$ cat src/rtl/fpc_pkg.sv
package fpc_pkg;

    localparam int PAGE_COUNT  = 99;
    localparam int TABLE_DEPTH = 4 * PAGE_COUNT;
    localparam int ADDR_W      = 9;
    localparam int MAX_RESULTS = 5;
    localparam int CNT_W       = 3;

    localparam logic [15:0] LONG_PRESS_RESET = 16'd1200;
    localparam logic [6:0]  EDIT_MAX         = 7'd127;
    localparam logic [6:0]  EDIT_BIG_LIMIT   = 7'd117;
    localparam logic [6:0]  STEP_BIG         = 7'd10;
    localparam logic [6:0]  STEP_SMALL       = 7'd1;
    localparam logic [6:0]  PAGE_LAST        = 7'(PAGE_COUNT - 1);

    localparam logic [3:0]  CHORD_DOWN = 4'b0011;
    localparam logic [3:0]  CHORD_UP   = 4'b1100;

    typedef enum logic [1:0] {
        NOTICE_NONE   = 2'd0,
        NOTICE_CANCEL = 2'd1,
        NOTICE_SAVED  = 2'd2,
        NOTICE_SAME   = 2'd3
    } notice_t;

    typedef enum logic {
        REG_LONG_PRESS = 1'b0,
        REG_UNUSED     = 1'b1
    } reg_idx_t;

    typedef struct packed {
        logic [3:0]  levels;
        logic [31:0] now_ms;
    } in_word_t;

    typedef struct packed {
        logic        send_program;
        logic [6:0]  program_res;
        logic [6:0]  page_now;
        logic        mode_now;
        logic [6:0]  edit_preset;
        logic [1:0]  notice;
        logic        store_write;
        logic [8:0]  store_address;
        logic [6:0]  store_value;
        logic        last;
    } out_word_t;

    // one pending result; fields marked _mem take the table read data
    typedef struct packed {
        logic              send;
        logic [6:0]        prog;
        logic              prog_mem;
        logic [6:0]        page;
        logic              mode;
        logic [6:0]        edit;
        logic              edit_mem;
        notice_t           notice;
        logic              commit;
        logic [ADDR_W-1:0] addr;
    } res_entry_t;

    typedef res_entry_t [MAX_RESULTS-1:0] res_list_t;

    typedef struct packed {
        logic              rd_en;
        logic              wr_en;
        logic [ADDR_W-1:0] addr;
        logic [6:0]        wr_data;
    } mem_req_t;

endpackage

$ cat src/rtl/footswitch_preset_controller_top.sv
// Footswitch preset controller: one scan word (four button levels and a ms
// timestamp) in, zero to five result words out, the final one flagged last.
// A scan sits in the input register and then drops its results into the
// result buffer, which it holds until all are taken; so scans with at most
// one result flow at one per cycle while m_ready is high, and a busier scan
// delays the next by its results, sent one by one on the single result port.
// The preset table (396 entries) is one RAM read once per scan; after reset a
// clearing pass loads it and no scan is taken until it ends, while register
// writes are accepted throughout. long_press_ms lives at 0x0.
module footswitch_preset_controller_top (
    input  logic               aclk,
    input  logic               aresetn,
    input  logic               s_valid,
    output logic               s_ready,
    input  fpc_pkg::in_word_t  s_data,
    output logic               m_valid,
    input  logic               m_ready,
    output fpc_pkg::out_word_t m_data,
    input  logic               psel,
    input  logic               penable,
    input  logic               pwrite,
    input  logic [2:0]         paddr,
    input  logic [31:0]        pwdata,
    output logic [31:0]        prdata,
    output logic               pready
);

    logic [15:0]               long_press_ms;
    logic                      table_busy;
    logic                      buf_free;
    logic [6:0]                rdata;
    logic                      adv;
    fpc_pkg::res_list_t        list;
    logic [fpc_pkg::CNT_W-1:0] n_res;
    fpc_pkg::mem_req_t         mem_req;

    fpc_cfg u_cfg (
        .aclk          (aclk),
        .aresetn       (aresetn),
        .psel          (psel),
        .penable       (penable),
        .pwrite        (pwrite),
        .paddr         (paddr),
        .pwdata        (pwdata),
        .prdata        (prdata),
        .pready        (pready),
        .long_press_ms (long_press_ms)
    );

    fpc_table u_table (
        .aclk    (aclk),
        .aresetn (aresetn),
        .req     (mem_req),
        .rdata   (rdata),
        .busy    (table_busy)
    );

    fpc_scan u_scan (
        .aclk          (aclk),
        .aresetn       (aresetn),
        .s_valid       (s_valid),
        .s_ready       (s_ready),
        .s_data        (s_data),
        .long_press_ms (long_press_ms),
        .table_busy    (table_busy),
        .buf_free      (buf_free),
        .rdata         (rdata),
        .adv           (adv),
        .list          (list),
        .n_res         (n_res),
        .mem_req       (mem_req)
    );

    fpc_resbuf u_resbuf (
        .aclk     (aclk),
        .aresetn  (aresetn),
        .adv      (adv),
        .list     (list),
        .n_res    (n_res),
        .rdata    (rdata),
        .buf_free (buf_free),
        .m_valid  (m_valid),
        .m_ready  (m_ready),
        .m_data   (m_data)
    );

endmodule

$ cat src/rtl/fpc_cfg.sv
module fpc_cfg (
    input  logic        aclk,
    input  logic        aresetn,
    input  logic        psel,
    input  logic        penable,
    input  logic        pwrite,
    input  logic [2:0]  paddr,
    input  logic [31:0] pwdata,
    output logic [31:0] prdata,
    output logic        pready,
    output logic [15:0] long_press_ms
);

    logic [15:0] long_press_reg;
    logic        sel_long;

    assign pready   = 1'b1;
    assign sel_long = (paddr[2] == fpc_pkg::REG_LONG_PRESS);

    always_ff @(posedge aclk) begin
        if (!aresetn) begin
            long_press_reg <= fpc_pkg::LONG_PRESS_RESET;
        end else if (psel && penable && pwrite && pready && sel_long) begin
            long_press_reg <= pwdata[15:0];
        end
    end

    assign prdata        = sel_long ? {16'd0, long_press_reg} : 32'd0;
    assign long_press_ms = long_press_reg;

endmodule

$ cat src/rtl/fpc_table.sv
module fpc_table (
    input  logic              aclk,
    input  logic              aresetn,
    input  fpc_pkg::mem_req_t req,
    output logic [6:0]        rdata,
    output logic              busy
);

    logic [6:0]                 mem [fpc_pkg::TABLE_DEPTH];
    logic [6:0]                 rdata_reg;
    logic                       clr_busy_reg;
    logic [fpc_pkg::ADDR_W-1:0] clr_addr_reg;

    // clearing pass: entry i gets i mod 128
    always_ff @(posedge aclk) begin
        if (!aresetn) begin
            clr_busy_reg <= 1'b1;
            clr_addr_reg <= '0;
        end else if (clr_busy_reg) begin
            clr_addr_reg <= clr_addr_reg + fpc_pkg::ADDR_W'(1);
            if (clr_addr_reg == fpc_pkg::ADDR_W'(fpc_pkg::TABLE_DEPTH - 1)) begin
                clr_busy_reg <= 1'b0;
            end
        end
    end

    // read-first: a commit sees the old entry
    always_ff @(posedge aclk) begin
        if (clr_busy_reg) begin
            mem[clr_addr_reg] <= clr_addr_reg[6:0];
        end else if (req.wr_en) begin
            mem[req.addr] <= req.wr_data;
        end
        if (req.rd_en) begin
            rdata_reg <= mem[req.addr];
        end
    end

    assign rdata = rdata_reg;
    assign busy  = clr_busy_reg;

endmodule

$ cat src/rtl/fpc_scan.sv
module fpc_scan (
    input  logic                       aclk,
    input  logic                       aresetn,
    input  logic                       s_valid,
    output logic                       s_ready,
    input  fpc_pkg::in_word_t          s_data,
    input  logic [15:0]                long_press_ms,
    input  logic                       table_busy,
    input  logic                       buf_free,
    input  logic [6:0]                 rdata,
    output logic                       adv,
    output fpc_pkg::res_list_t         list,
    output logic [fpc_pkg::CNT_W-1:0]  n_res,
    output fpc_pkg::mem_req_t          mem_req
);

    logic                 in_valid_reg;
    fpc_pkg::in_word_t    in_reg;

    logic                 edit_mode_reg, edit_mode_next;
    logic [3:0]           prev_reg;
    logic [31:0]          stamp_reg  [4];
    logic [31:0]          stamp_next [4];
    logic [2:0]           chord_count_reg, chord_count_next;
    logic [3:0]           chord_mask_reg, chord_mask_next;
    logic                 long_done_reg, long_done_next;
    logic [6:0]           page_reg, page_next;
    logic [1:0]           slot_reg, slot_next;
    logic [6:0]           edit_value_reg, edit_value_next;
    logic                 ev_pend_reg, ev_pend_next;

    function automatic fpc_pkg::res_entry_t mk_entry(
        input logic                       send,
        input logic [6:0]                 prog,
        input logic                       prog_mem,
        input logic [6:0]                 page,
        input logic                       mode,
        input logic [6:0]                 edit,
        input logic                       edit_mem,
        input fpc_pkg::notice_t           notice,
        input logic                       commit,
        input logic [fpc_pkg::ADDR_W-1:0] addr
    );
        fpc_pkg::res_entry_t e;
        e.send     = send;
        e.prog     = prog;
        e.prog_mem = prog_mem;
        e.page     = page;
        e.mode     = mode;
        e.edit     = edit;
        e.edit_mem = edit_mem;
        e.notice   = notice;
        e.commit   = commit;
        e.addr     = addr;
        return e;
    endfunction

    assign adv     = in_valid_reg && buf_free;
    assign s_ready = !table_busy && (!in_valid_reg || adv);

    always_ff @(posedge aclk) begin
        if (!aresetn) begin
            in_valid_reg <= 1'b0;
        end else if (s_ready) begin
            in_valid_reg <= s_valid;
        end
    end

    always_ff @(posedge aclk) begin
        if (s_ready && s_valid) begin
            in_reg <= s_data;
        end
    end

    always_comb begin
        logic [3:0]              lv;
        logic [31:0]             now;
        logic [2:0]              cnt;
        logic                    md;
        logic                    ld;
        logic [6:0]              ev;
        logic [1:0]              es;
        logic [6:0]              pg;
        logic [2:0]              cc;
        logic [3:0]              cm;
        logic                    bl;
        logic                    pl;
        logic [1:0]              bi;
        logic                    down;
        logic                    up;
        logic [fpc_pkg::CNT_W-1:0] n;
        logic                    ld_mem;
        logic                    wr;
        logic [fpc_pkg::ADDR_W-1:0] addr;

        lv     = in_reg.levels;
        now    = in_reg.now_ms;
        cnt    = 3'(lv[0]) + 3'(lv[1]) + 3'(lv[2]) + 3'(lv[3]);
        md     = edit_mode_reg;
        ld     = long_done_reg;
        ev     = ev_pend_reg ? rdata : edit_value_reg;
        es     = slot_reg;
        pg     = page_reg;
        cc     = chord_count_reg;
        cm     = chord_mask_reg;
        bl     = 1'b0;
        pl     = 1'b0;
        bi     = 2'd0;
        down   = 1'b0;
        up     = 1'b0;
        n      = '0;
        ld_mem = 1'b0;
        wr     = 1'b0;
        addr   = {page_reg, 2'b00};
        list   = '0;
        for (int k = 0; k < 4; k++) begin
            stamp_next[k] = stamp_reg[k];
        end

        for (int i = 0; i < 4; i++) begin
            bl = lv[i];
            pl = prev_reg[i];
            bi = 2'(i);
            if (bl && !pl && cnt == 3'd1) begin
                if (!md) begin
                    addr    = {pg, bi};
                    list[n] = mk_entry(1'b1, 7'd0, 1'b1, pg, md, ev, 1'b0,
                                       fpc_pkg::NOTICE_NONE, 1'b0, '0);
                    n       = n + fpc_pkg::CNT_W'(1);
                end
                stamp_next[i] = now;
                ld            = 1'b0;
            end
            if (!ld && bl && pl && cnt == 3'd1) begin
                if ((now - stamp_reg[i]) > {16'd0, long_press_ms}) begin
                    if (!md) begin
                        md      = 1'b1;
                        es      = bi;
                        ld_mem  = 1'b1;
                        addr    = {pg, bi};
                        list[n] = mk_entry(1'b0, 7'd0, 1'b0, pg, md, ev, 1'b1,
                                           fpc_pkg::NOTICE_NONE, 1'b0, '0);
                        n       = n + fpc_pkg::CNT_W'(1);
                    end
                    ld = 1'b1;
                end
            end
            if (!bl && pl && !ld && md) begin
                case (bi)
                    2'd0: if (ev >= fpc_pkg::STEP_BIG) ev = ev - fpc_pkg::STEP_BIG;
                    2'd1: if (ev >= fpc_pkg::STEP_SMALL) ev = ev - fpc_pkg::STEP_SMALL;
                    2'd2: if (ev < fpc_pkg::EDIT_MAX) ev = ev + fpc_pkg::STEP_SMALL;
                    default: if (ev < fpc_pkg::EDIT_BIG_LIMIT) ev = ev + fpc_pkg::STEP_BIG;
                endcase
                list[n] = mk_entry(1'b1, ev, 1'b0, pg, md, ev, 1'b0,
                                   fpc_pkg::NOTICE_NONE, 1'b0, '0);
                n       = n + fpc_pkg::CNT_W'(1);
            end
        end

        if (cnt > cc) begin
            cm = lv;
            cc = cnt;
        end

        if (cc > 3'd1 && cnt == 3'd0) begin
            down = (cm == fpc_pkg::CHORD_DOWN);
            up   = (cm == fpc_pkg::CHORD_UP);
            if (!md) begin
                if (down && pg > 7'd0) begin
                    pg = pg - 7'd1;
                end else if (up && pg < fpc_pkg::PAGE_LAST) begin
                    pg = pg + 7'd1;
                end
                addr    = {pg, 2'b00};
                list[n] = mk_entry(1'b1, 7'd0, 1'b1, pg, md, ev, 1'b0,
                                   fpc_pkg::NOTICE_NONE, 1'b0, '0);
                n       = n + fpc_pkg::CNT_W'(1);
            end else if (down) begin
                addr    = {pg, es};
                md      = 1'b0;
                list[n] = mk_entry(1'b1, 7'd0, 1'b1, pg, md, ev, 1'b0,
                                   fpc_pkg::NOTICE_CANCEL, 1'b0, '0);
                n       = n + fpc_pkg::CNT_W'(1);
            end else if (up) begin
                addr    = {pg, es};
                wr      = 1'b1;
                md      = 1'b0;
                list[n] = mk_entry(1'b1, ev, 1'b0, pg, md, ev, 1'b0,
                                   fpc_pkg::NOTICE_NONE, 1'b1, addr);
                n       = n + fpc_pkg::CNT_W'(1);
            end
            cm = 4'd0;
            cc = 3'd0;
        end

        edit_mode_next   = md;
        long_done_next   = ld;
        edit_value_next  = ev;
        ev_pend_next     = ld_mem;
        slot_next        = es;
        page_next        = pg;
        chord_count_next = cc;
        chord_mask_next  = cm;
        n_res            = n;
        mem_req.rd_en    = adv;
        mem_req.wr_en    = adv && wr;
        mem_req.addr     = addr;
        mem_req.wr_data  = ev;
    end

    always_ff @(posedge aclk) begin
        if (!aresetn) begin
            edit_mode_reg   <= 1'b0;
            prev_reg        <= 4'd0;
            chord_count_reg <= 3'd0;
            chord_mask_reg  <= 4'd0;
            long_done_reg   <= 1'b0;
            page_reg        <= 7'd0;
            slot_reg        <= 2'd0;
            edit_value_reg  <= 7'd0;
            ev_pend_reg     <= 1'b0;
            for (int k = 0; k < 4; k++) begin
                stamp_reg[k] <= 32'd0;
            end
        end else if (adv) begin
            edit_mode_reg   <= edit_mode_next;
            prev_reg        <= in_reg.levels;
            chord_count_reg <= chord_count_next;
            chord_mask_reg  <= chord_mask_next;
            long_done_reg   <= long_done_next;
            page_reg        <= page_next;
            slot_reg        <= slot_next;
            edit_value_reg  <= edit_value_next;
            ev_pend_reg     <= ev_pend_next;
            for (int k = 0; k < 4; k++) begin
                stamp_reg[k] <= stamp_next[k];
            end
        end
    end

endmodule

$ cat src/rtl/fpc_resbuf.sv
module fpc_resbuf (
    input  logic                      aclk,
    input  logic                      aresetn,
    input  logic                      adv,
    input  fpc_pkg::res_list_t        list,
    input  logic [fpc_pkg::CNT_W-1:0] n_res,
    input  logic [6:0]                rdata,
    output logic                      buf_free,
    output logic                      m_valid,
    input  logic                      m_ready,
    output fpc_pkg::out_word_t        m_data
);

    logic [fpc_pkg::CNT_W-1:0] cnt_reg;
    fpc_pkg::res_list_t        list_reg, list_shift;
    fpc_pkg::res_entry_t       head;
    logic                      changed;
    logic                      take;

    assign m_valid  = (cnt_reg != '0);
    assign take     = m_valid && m_ready;
    assign buf_free = !m_valid || (m_ready && cnt_reg == fpc_pkg::CNT_W'(1));

    always_comb begin
        list_shift = '0;
        for (int k = 0; k < fpc_pkg::MAX_RESULTS - 1; k++) begin
            list_shift[k] = list_reg[k + 1];
        end
    end

    always_ff @(posedge aclk) begin
        if (!aresetn) begin
            cnt_reg <= '0;
        end else if (adv) begin
            cnt_reg <= n_res;
        end else if (take) begin
            cnt_reg <= cnt_reg - fpc_pkg::CNT_W'(1);
        end
    end

    always_ff @(posedge aclk) begin
        if (adv) begin
            list_reg <= list;
        end else if (take) begin
            list_reg <= list_shift;
        end
    end

    assign head    = list_reg[0];
    assign changed = (rdata != head.edit);

    always_comb begin
        m_data.send_program  = head.send;
        m_data.program_res   = head.prog_mem ? rdata : head.prog;
        m_data.page_now      = head.page;
        m_data.mode_now      = head.mode;
        m_data.edit_preset   = head.edit_mem ? rdata : head.edit;
        m_data.notice        = head.notice;
        m_data.store_write   = 1'b0;
        m_data.store_address = '0;
        m_data.store_value   = '0;
        if (head.commit) begin
            m_data.notice = changed ? fpc_pkg::NOTICE_SAVED : fpc_pkg::NOTICE_SAME;
            if (changed) begin
                m_data.store_write   = 1'b1;
                m_data.store_address = head.addr;
                m_data.store_value   = head.edit;
            end
        end
        m_data.last = (cnt_reg == fpc_pkg::CNT_W'(1));
    end

endmodule
$ cat config.mk
export PLATFORM = sky130hd
export DESIGN_NAME = footswitch_preset_controller_top
export DESIGN_NICKNAME = d
export VERILOG_FILES = /design/src/rtl/fpc_pkg.sv /design/src/rtl/footswitch_preset_controller_top.sv /design/src/rtl/fpc_cfg.sv /design/src/rtl/fpc_table.sv /design/src/rtl/fpc_scan.sv /design/src/rtl/fpc_resbuf.sv
export SDC_FILE = /design/constraint.sdc
export NUM_CORES = 2
export LEC_CHECK = 0
export BUFFER_PORTS_ARGS = -buffer_cell sky130_fd_sc_hd__buf_2
export CORE_AREA = 2 2 596 598
export DETAILED_ROUTE_END_ITERATION = 6
export DIE_AREA = 0 0 598 600
export PLACE_DENSITY = 0.58
export SKIP_LAST_GASP = 1
export SLEW_MARGIN = 30
export SYNTH_ARGS = -nofsm -noshare
export SYNTH_HDL_FRONTEND = slang
export SYNTH_SLANG_ARGS = --single-unit
$ cat constraint.sdc
create_clock -name aclk -period 31.2 [get_ports aclk]
set_input_delay 4.68 -clock aclk [delete_from_list [all_inputs] [get_ports aclk]]
set_output_delay 4.68 -clock aclk [all_outputs]
set_load 0.05 [all_outputs]
==> impl_metrics.json <==
{
  "setup.worst_path.class": "register to register",
  "synth_top_area_share_pct": 66.7,
  "ys.flop_type": "edfxtp_1",
  "crit_buf_inv": 5,
  "cts_setup_buffers": 0,
  "post-route-period-util_pct": 56.6,
  "status": "finished with violations",
  "drc_errors": 1,
  "synthAdderAreaFrac_pct": 2.06,
  "critical_path.most_common_cell": "ha_1",
  "worstPathArrival_ns": 18.31,
  "drive_above_1_share_pct": 17.4,
  "ir_drop_mv": 0.0479,
  "ant_nets": 0,
  "synthCells": 9123,
  "hp-class": "register to register",
  "initial_utilization_pct": 40.0,
  "critPathSlowestCell": "and2_1",
  "ys_top_cells_by_count": "3123 x edfxtp_1, 903 x nand2_1, 736 x nor2_1",
  "rows": 218,
  "drv_slew": 0,
  "violations": "DRC",
  "hold_buffers": 0,
  "cts_tree": "yes",
  "placed_cells": 13566,
  "clockBufferDepth": 4,
  "cts-root-buf": "clkbuf_16",
  "hpwlAfterDp_mm": 276,
  "synth_edf_count": 3123,
  "cp.required_ns": 31.85,
  "io_buffers": 120,
  "cts_resized": 0,
  "setup_viol": 0,
  "cts_sinks": 3183,
  "max-slew-margin-rel_pct": 25.4,
  "clk_pin_slew_ns": 0.06,
  "start_kind": "register",
  "synthTopCellsByArea": "edfxtp_1 67%, mux4_2 10%, nand2_1 2.4%",
  "p_per_area_nw_per_um2": 57.7,
  "vias": 85439,
  "synth_cell_types": 119,
  "r2r_setup_slack_ns": 13.55,
  "skew_ns": 0.0478,
  "overflow": 0,
  "muxShareOfSynthArea_pct": 12.1,
  "first_pass_iters": 7,
  "slowest_delay_ns": 0.85,
  "first_global_vias": 84526,
  "mappedNetlistArea_um2": 141000,
  "leakagePower_nw": 51.2,
  "nets": 9602,
  "gp_congestion": 0.960,
  "cp_max_fo": 15,
  "synthXorXnorAreaFrac_pct": 0.920,
  "yosysMostFrequentCell": "edfxtp_1",
  "grt_max_degree": 223,
  "cts_buffers": 343,
  "async_flop_share_pct": 0,
  "clkLatencyLatePin_ns": 0.95,
  "wirelength_mm": 432,
  "max_slew.worst_pin.slew_ns": 1.12,
  "ys_warn_count": 0,
  "synth_top_area_cell": "edfxtp_1",
  "routedWlPerCell_um": 30.4,
  "ios": 156,
  "cp-end-kind": "register",
  "fin_setup_tns_ns": 0,
  "dr.first_iter.drc_count": 10317,
  "avgSynthCellArea_um2": 15.4,
  "synth_top_family_by_area": "multiplexers",
  "synth_seq_cells": 3183,
  "grt_pass1_wl_mm": 613,
  "h-tree-depth": 5,
  "vias_per_cell": 6.02,
  "drv_cap": 0,
  "cp_top_family": "simple AND/OR/NAND/NOR gates",
  "seq_area_frac_synth_pct": 67.6,
  "fmax_mhz": 56.7,
  "dieArea_um2": 359000,
  "fin_cells": 14194,
  "fin_crit_ns": 17.65,
  "die_w_um": 598,
  "synthSimpleGateAreaFrac_pct": 7.76,
  "hold_viol_final": 0,
  "grt_use_total_pct": 23.6,
  "rsz0062_at_grt": "false",
  "synth_compound_area_share_pct": 7.10,
  "area_delta_synth_final_pct": 12.3,
  "largest_register_ffs": 2772,
  "fp.dieH_um": 600,
  "coreArea_um2": 352000,
  "antenna_found_initial": 18
}
[worst reg2reg max path: cells and delay by family, from the launching register on]
kind / cells / cell delay [ns]
AOI/OAI and AO/OA: 20 / 4.44
xor gates and xnor gates: 3 / 0.75
adders and majority gates: 12 / 3.79
buffers and inverters: 5 / 0.81
DFF: 1 / 0.69
muxes: 2 / 0.63
and+or+nand+nor: 19 / 6.28
[metal layers]
metal	global-route usage, %	share of wire, %	up-vias
li1	-	-	36321
met1	31.1	40	44320
met2	38.7	48	3984
met3	4.24	8.3	814
met4	9.58	4.3	0
met5	0	0	-
[path summary, 6_finish.rpt]
kind,startpoint,end,cells after the start
worst min-delay path,u_cfg.long_press_ms[6],u_cfg.long_press_ms[6],2
worst max-delay path,u_scan.in_reg[1],u_resbuf.list_reg[108],61
worst max register to register,u_scan.in_reg[1],u_resbuf.list_reg[108],61
worst min register to register,u_cfg.long_press_ms[6],u_cfg.long_press_ms[6],2
[through the flow]
step	setup slack [ns]	hold slack (ns)	util (%)	area, um2	power [W]
CTS	13.62	0.468	44.8	158000	0.00915
floorplan	5.14	0.443	-	141000	0.00514
global route	12.56	0.495	44.8	158000	0.00933
detailed placement	13.73	0.459	41.7	147000	0.00522
finish	13.55	0.465	44.9	158000	0.00910
global placement	13.76	0.455	41.6	147000	0.00520
[power by group]
group	internal [W]	switching [W]
combinational	0.0000860	0.000249
clock	0.00227	0.00171
sequential	0.00476	0.0000308
[kinds of logic after synthesis]
kind of cell	after synthesis
XOR/XNOR	138
buffers and inverters	772
adder cells (fa/ha/maj)	228
AND/OR/NAND/NOR	2423
other	2
AO/OA/AOI/OAI	1500
flip-flops	3183
multiplexers	877
[area by class of cell]
cell class	instances	area, um2
Fill cell	30663	194000
Sequential cell	3183	95000
Multi-Input combinational cell	5187	42600
Clock buffer	418	8960
Tap cell	4620	5780
Timing Repair Buffer	342	2700
Clock inverter	198	1880
Inverter	239	907
Antenna cell	7	17.5
[placed cells by master, fill, tap and decap left out, drive strengths merged, types with 223 or more instances in the layout]
cell    netlist  layout
mux4        651     651
inv         237     255
edfxtp     3123    3123
o21ai       325     325
nand2       905     905
ha          223     223
clkbuf      286     418
nor2        740     740
buf         247     342
a21oi       338     338
Power figures use the tool's default switching activity.
